File: src/rtl/sgbu_pkg.sv
// ----------------------------------------------------------------------------
// sgbu_pkg
// Shared constants, types and state codes of the spatial grid bucket update
// core.
// ----------------------------------------------------------------------------
package sgbu_pkg;

  localparam int ZONES_PER_AXIS = 16;
  localparam int ZONE_BITS      = $clog2(ZONES_PER_AXIS);
  localparam int ZONE_ID_BITS   = 2 * ZONE_BITS;
  localparam int ZONE_CAPACITY  = 64;
  localparam int SLOT_BITS      = $clog2(ZONE_CAPACITY);
  localparam int COUNT_BITS     = SLOT_BITS + 1;
  localparam int PEOPLE         = 1024;
  localparam int PERSON_BITS    = $clog2(PEOPLE);
  localparam int POS_BITS       = 16;
  localparam int EXT_BITS       = 15;
  localparam int NZONES         = ZONES_PER_AXIS * ZONES_PER_AXIS;
  localparam int MEMBER_ADDR_BITS = ZONE_ID_BITS + SLOT_BITS;
  localparam int RECORD_BITS    = ZONE_ID_BITS + SLOT_BITS;

  localparam logic [EXT_BITS-1:0]   HALF_EXTENT_RESET = EXT_BITS'(1024);
  localparam logic [COUNT_BITS-1:0] CAPACITY_COUNT    = COUNT_BITS'(ZONE_CAPACITY);

  localparam logic STATUS_OK   = 1'b0;
  localparam logic STATUS_FULL = 1'b1;
  localparam logic FUNC_PLACE  = 1'b0;

  typedef enum logic [2:0] {
    ST_IDLE,
    ST_BIN,
    ST_CNT,
    ST_CHK,
    ST_SWAP,
    ST_APPEND,
    ST_OUT
  } ctrl_state_t;

  typedef struct packed {
    logic                   status;
    logic [ZONE_BITS-1:0]   zone_x;
    logic [ZONE_BITS-1:0]   zone_y;
    logic [SLOT_BITS-1:0]   slot;
    logic                   changed;
    logic                   rel_valid;
    logic [PERSON_BITS-1:0] rel_person;
    logic [SLOT_BITS-1:0]   rel_slot;
  } result_t;

endpackage

File: src/rtl/sgbu_binner.sv
// ----------------------------------------------------------------------------
// sgbu_binner
// Bins one coordinate into a zone index: floor(t * ZONES / (2 * h)) with
// t = pos + h, by restoring division one quotient bit per cycle.
// ----------------------------------------------------------------------------
module sgbu_binner
  import sgbu_pkg::*;
(
  input  logic                       clk,
  input  logic                       rst_n,
  input  logic                       start,
  input  logic signed [POS_BITS-1:0] pos,
  input  logic [EXT_BITS-1:0]        half_extent,
  output logic                       done,
  output logic [ZONE_BITS-1:0]       zone
);

  localparam int T_BITS    = POS_BITS + 2;
  localparam int REM_BITS  = T_BITS + ZONE_BITS;
  localparam int STEP_BITS = (ZONE_BITS > 1) ? $clog2(ZONE_BITS) : 1;
  localparam logic [STEP_BITS-1:0] STEP_TOP = STEP_BITS'(ZONE_BITS - 1);

  logic [EXT_BITS-1:0]  h_eff;
  logic [T_BITS-1:0]    t_sum;
  logic                 t_le0;
  logic [REM_BITS-1:0]  rem_init;
  logic                 sat;
  logic [REM_BITS-1:0]  den_sh;

  logic [EXT_BITS-1:0]  h_r;
  logic [REM_BITS-1:0]  rem_r;
  logic [ZONE_BITS-1:0] q_r;
  logic                 zero_r;
  logic                 sat_r;
  logic [STEP_BITS-1:0] step_r;
  logic                 busy_r;
  logic                 done_r;

  always_comb begin
    h_eff    = (half_extent == '0) ? EXT_BITS'(1) : half_extent;
    t_sum    = {{(T_BITS-POS_BITS){pos[POS_BITS-1]}}, pos} +
               {{(T_BITS-EXT_BITS){1'b0}}, h_eff};
    t_le0    = t_sum[T_BITS-1] | (t_sum == '0);
    rem_init = REM_BITS'(t_sum[T_BITS-2:0]) << (ZONE_BITS - 1);
    sat      = rem_init >= (REM_BITS'(h_eff) << ZONE_BITS);
    den_sh   = REM_BITS'(h_r) << step_r;
  end

  always_ff @(posedge clk) begin
    if (!rst_n) begin
      busy_r <= 1'b0;
      done_r <= 1'b0;
      step_r <= '0;
    end else begin
      done_r <= 1'b0;
      if (start) begin
        busy_r <= 1'b1;
        step_r <= STEP_TOP;
      end else if (busy_r) begin
        step_r <= step_r - 1'b1;
        if (step_r == '0) begin
          busy_r <= 1'b0;
          done_r <= 1'b1;
        end
      end
    end
  end

  always_ff @(posedge clk) begin
    if (start) begin
      h_r    <= h_eff;
      rem_r  <= rem_init;
      q_r    <= '0;
      zero_r <= t_le0;
      sat_r  <= sat;
    end else if (busy_r && (rem_r >= den_sh)) begin
      rem_r          <= rem_r - den_sh;
      q_r[step_r]    <= 1'b1;
    end
  end

  assign done = done_r;
  assign zone = zero_r ? '0 : (sat_r ? '1 : q_r);

endmodule

File: config.mk
export PLATFORM = sky130hd
export DESIGN_NAME = sgbu_binner
export DESIGN_NICKNAME = d
export VERILOG_FILES = /design/src/rtl/sgbu_pkg.sv /design/src/rtl/sgbu_binner.sv
export SDC_FILE = /design/constraint.sdc
export NUM_CORES = 1
export LEC_CHECK = 0
export BUFFER_PORTS_ARGS = -buffer_cell sky130_fd_sc_hd__buf_2
export CAP_MARGIN = 20
export CORE_MARGIN = 2
export CORE_UTILIZATION = 55
export CTS_CLUSTER_SIZE = 8
export DETAILED_ROUTE_END_ITERATION = 8
export GPL_ROUTABILITY_DRIVEN = 0
export GPL_TIMING_DRIVEN = 0
export PLACE_DENSITY = 0.87
export SLEW_MARGIN = 30
export SYNTH_ARGS = -nofsm -noshare
export SYNTH_HDL_FRONTEND = slang
export SYNTH_SLANG_ARGS = --single-unit
File: constraint.sdc
create_clock -name clk -period 4.33 [get_ports clk]
set_input_delay 0.866 -clock clk [delete_from_list [all_inputs] [get_ports clk]]
set_output_delay 0.866 -clock clk [all_outputs]
set_load 0.02 [all_outputs]
[Yosys cells after proc, flatten, opt, wreduce, memory -nomap -nowiden]
Cells that the tools add are included.
W data, S select, Z words.
Storage, ports and cells
  bits in registers: 47
  input bits: 34
Cells by class
  $add $sub $neg: 3
  order comparisons: 4
  shift-type cells: 1
  muxes and demuxes: 13
  bitwise operators: 4
  reductions and logical operators: 8
Operator list (count)
  $mux W20: 2
  $ge A22 B22 Y1: 1
  $shl A15 B2 Y22: 1
  $sub A22 B22 Y22: 1
  $ge A20 B19 Y1: 1
  $logic_not A18 Y1: 1
  $add A16 B16 Y17: 1
  $logic_not A15 Y1: 1
  $mux W15: 1
  $mux W4: 2
  $mux W1: 5
  $mux W2: 2
  $or A4 B4 Y4: 1
  $reduce_bool A2 Y1: 2
  $lt A2 B3 Y1 const B: 1
  $reduce_or A3 Y1: 1
  $demux W1 S2: 1
  $ge A2 B1 Y1 const B: 1
  $logic_and A1 B1 Y1: 2
  $logic_not A2 Y1: 1
  $not A1 Y1: 2
  $sub A2 B1 Y2 const B: 1
  $or A1 B1 Y1: 1

[Logic depth before layout (Yosys ltp)]
  word-level depth: 5
  mapped depth: 20

[Least setup slack after synthesis]
OpenSTA, ideal clock, no wires.
  path kind: input -> register
  from: in half_extent[1]
  to: reg sat_r, data pin
  setup time: 259 ps
  arrival: 4028 ps
  required time: 4071 ps
  setup slack: 43 ps
  stages: 20
  cell sequence: nor4_1 a41o_1 ha_1 fa_1 a211oi_1 o211ai_1 nand2_1 o211ai_1 o21a_1 nor2_1 xnor2_1 ha_1 nand4_1 nor2_1 nor2_1 nand2_1 a21o_1 a21oi_1 o31ai_1 a211o_1
Between the ends
  longest elaborated chain between the ends: 4
RTL lines
  from (decl): line sgbu_binner.sv:13  | input logic [EXT_BITS-1:0] half_extent,
  $logic_not A15 Y1 (*): line sgbu_binner.sv:40  | h_eff = (half_extent == '0) ? EXT_BITS'(1) : half_extent;
  $mux W15 (*): line sgbu_binner.sv:40
  named net h_eff[0]: line sgbu_binner.sv:23  | logic [EXT_BITS-1:0] h_eff;
  $add A16 B16 Y17: line sgbu_binner.sv:41  | t_sum = {{(T_BITS-POS_BITS){pos[POS_BITS-1]}}, pos} +
  $ge A20 B19 Y1 (*): line sgbu_binner.sv:45  | sat = rem_init >= (REM_BITS'(h_eff) << ZONE_BITS);
  named net sat: line sgbu_binner.sv:27  | logic sat;
  to (signal assigned): line sgbu_binner.sv:75  | sat_r <= sat;
  to (decl): line sgbu_binner.sv:34  | logic sat_r;
Mark *: on every way through the listed nets, which the timed path passes. The rest lies on a longest branch.
A chain may end at the register's enable or synchronous reset.

[Worst setup path after layout]
  from: in half_extent[3]
  to: reg zero_r, data pin
Between the ends
  longest elaborated chain between the ends: 5
RTL lines
  $logic_not A15 Y1 (*): line sgbu_binner.sv:40
  $mux W15 (*): line sgbu_binner.sv:40
  named net h_eff[0]: line sgbu_binner.sv:23
  $add A16 B16 Y17 (*): line sgbu_binner.sv:41
  $logic_not A18 Y1: line sgbu_binner.sv:43  | t_le0 = t_sum[T_BITS-1] | (t_sum == '0);
  $or A1 B1 Y1 (*): line sgbu_binner.sv:43
  named net t_le0: line sgbu_binner.sv:25  | logic t_le0;
  to (signal assigned): line sgbu_binner.sv:74  | zero_r <= t_le0;
  to (decl): line sgbu_binner.sv:33  | logic zero_r;
Marks and branches as above.

==> impl_results.md <==
* R2r worst-path depth at 15
* Post-synth EDFFs at 34
* DIE AREA at 8510 um^2
* Final #Nets at 647
* Status: complete, but fails checks
* Post-synth cell types at 51
* Reg2Reg Launch Point: step_r[0]$_SDFFE_PN0P_
* Slew @ Worst Pin at 0.632 ns
* Commonest non-fill, non-tap cell in the layout: ha_1
* Synth async-reset ratio at 0
* H-Tree Depth at 2
* Starting Density at 0.560
* Yosys warns at 0
* PortBufs at 38
* Crit-path max cell delay at 0.52 ns
* Layout cells sized above 1 at 0.155
* Post-Syn Instances at 503
* Avg Vias per Cell at 6.23
* Max Freq at 220 MHz
* Critical path type: in2reg
* Clock Latency Late Sink at 0.31 ns
* Slowest cell on crit path: or4_1
* Hold_sp: q_r[1]$_SDFFE_PP0P_
* Setup slack after layout at -0.210 ns
* M1 GR Usage at 0.331
* Drt wl/cell at 17.9 um
* Number of hold buffers added after cts at 0
* Total gr overflow at 0
* GRT Max-Usage Layer: met2
* First-pass GRT wire length at 18.3 mm
* Worst hold path endpoint: q_r[1]$_SDFFE_PP0P_
* HP Class: reg2reg
* CTS tree: done
* RSZ-0062 raised after global routing: yes
* Failing checks: setup timing
* CTS Buffer Depth at 2
* Commonest non-fill, non-tap cells in the layout: ha_1, nand2_1, a21oi_1
* Grt met2 use at 0.482
* Vias at 4124
* Drt pass-1 iters at 6
* Placement Rows at 32
* Final worst-path cycle share at 1.05
* N_diodes at 0
* Post-route ant nets at 0
* Max-slew violations at 0
* RR Endpoint: rem_r[21]$_SDFFE_PP0P_
* DRC Markers at 0
* Syn avg cell area at 8.51 um^2
* GR Util All Layers at 0.273
* Drt total wl at 11.8 mm
* Boundary pin count at 39
* CP endpoint kind: flop
* Synth area leader: edfxtp_1
* Setup TNS at -0.337 ns
* Die outline height at 92.2 um
* Relative slew slack at 0.579
* Startpoint types: input port
* Sequential area share after synthesis at 0.299
* Detail Placement HPWL at 8.76 mm
* Initial drt markers at 360
* CP Cell Sequence: buf_6 -> nor4_4 -> a41o_1 -> ha_4 -> fa_2 -> buf_6 -> a21o_1 -> a21oi_2 -> xnor2_2 -> or4_1 -> or4_1 -> or4_4 -> or4_4 -> o41ai_4
* Final min period at 4.54 ns
* R2r setup slk at 0.24 ns
* Pleak at 0.00218 uW
* Worst Skew at 0.0106 ns
* Worst path top cell family by delay: simple AND/OR/NAND/NOR gates
* Peak VDD IR at 0.147 mV
* Met3 global-route usage at 0.0247
* Vias in the first global route at 3946
* Max-cap violation count at 0
* Area delta synth->final at 16.0%
* Post-layout util at 0.650
* Endpoints failing hold at 0
* Endpoints failing setup at 2
* Die width at 92.2 um
* Initial antenna violation count at 0
* Yosys top cell area share at 0.238
* Required @ worst endpoint at 4.42 ns
* Arr. time, crit path at 4.63 ns
* Worst Hold Depth at 2
* Sink Count at 47
* Largest net degree at the start of global routing at 19
* Worst-path fanout max at 3
* Most common flop cell mapped by yosys: edfxtp_1
* CP bufs+invs at 2
* Syn_nets at 591
* Seq cells post-synth at 47
* Pwr/cell area at 400 nW/um^2
* Synth top area cells: edfxtp_1, ha_1, dfxtp_1
* Netlist Area Pre-Place at 4280 um^2
* Root buffer cell: clkbuf_8
* Num CTS Buffers at 5
* Clk pin slew, worst setup/hold paths at 0.10 ns
* Core box area at 7650 um^2
-- worst max path at each step --
stage | endpoint | cells after the start | from | slack [ns]
floorplan | sat_r$_DFFE_PP_ | 20 | half_extent[1] | 0.04
global placement | sat_r$_DFFE_PP_ | 21 | half_extent[11] | -0.70
detailed placement | sat_r$_DFFE_PP_ | 21 | half_extent[11] | -0.79
CTS | sat_r$_DFFE_PP_ | 21 | half_extent[11] | -0.03
global route | sat_r$_DFFE_PP_ | 21 | half_extent[12] | -0.24
finish | zero_r$_DFFE_PP_ | 14 | half_extent[3] | -0.21
-- layout make-up --
cell class | instances | area (um^2)
clock inverter | 1 | 8.76
clock buffer | 7 | 86.3
fill | 565 | 2680
sequential | 47 | 1280
buffer | 30 | 118
inverter | 40 | 150
timing repair buffer | 49 | 340
multi-input combinational | 386 | 2860
tap | 102 | 128
-- sequential cells by signal, indices dropped and copies added, names as in the netlist --
| signal | count |
|---|---|
| done | 1 |
| rem_r | 22 |
| zero_r | 1 |
| q_r | 4 |
| h_r | 15 |
| sat_r | 1 |
| step_r | 2 |
| busy_r | 1 |
-- report_power, final --
part | internal [uW] | total [uW] | leakage (uW) | switching (uW)
Clock | 132 | 297 | 0.0000489 | 164
Combinational | 444 | 1080 | 0.00168 | 632
Sequential | 575 | 615 | 0.000451 | 40.5
-- synth_stat cells (all sizes together) (3+ instances only) --
cell type	number
nand4	6
nor4	5
o31ai	7
nor2	41
edfxtp	34
o21ai	32
mux2i	6
or4	5
nor2b	11
a22o	3
o21a	11
a21o	8
mux2	6
ha	52
clkbuf	28
o21bai	5
o211ai	4
inv	40
xor2	8
dfxtp	13
nand3	7
o41ai	4
nand2b	8
a31oi	5
nand2	44
or3	3
a211oi	12
a21oi	46
and3	4
xnor2	19
-- worst reg2reg max path: stages (launching register included) --
cell and delay (ns):
dfxtp_1 0.37, clkbuf_2 0.22, clkbuf_2 0.29, inv_1 0.14, and3_1 0.20, ha_1 0.20
fa_1 0.39, nand2b_1 0.19, a21oi_1 0.20, o21ai_1 0.15, nand4_1 0.18, nand2_1 0.14
o21ai_0 0.24, clkbuf_1 0.44, o311ai_0 0.30, mux2_2 0.34
-- per-stage QoR --
| stage | hold WS, ns | power [uW] | std cells | area, um^2 | worst slack [ns] |
|---|---|---|---|---|---|
| after global routing | 0.500 | 2110 | 662 | 4970 | -0.237 |
| after global placement | 0.445 | 1550 | 643 | 4600 | -0.699 |
| after floorplan | 0.436 | 1360 | 503 | 4280 | 0.0434 |
| after CTS | 0.476 | 1910 | 655 | 4800 | -0.0257 |
| final | 0.476 | 1990 | 662 | 4970 | -0.210 |
| after detailed placement | 0.458 | 1600 | 643 | 4600 | -0.792 |
-- cell families after synthesis --
group | synth area share
AO/OA/AOI/OAI | 0.227
AND/OR/NAND/NOR | 0.156
flip-flops | 0.299
adder cells (fa/ha/maj) | 0.161
buffers and inverters | 0.0614
XOR/XNOR | 0.0552
multiplexers | 0.0403
-- timing repair --
action,4_1_cts,5_1_grt
endpoints found under the hold margin,0,0
endpoints found under the setup margin,20,20
pin swaps,5,15
gates resized for setup,16,32
buffers inserted,4,7
-- metal layers --
layer / wire [um] / part of all wire
met1: 4490 / 0.38
met2: 5940 / 0.50
met3: 778 / 0.066
met4: 636 / 0.054
met5: 0 / 0
Power figures use the tool's default switching activity.
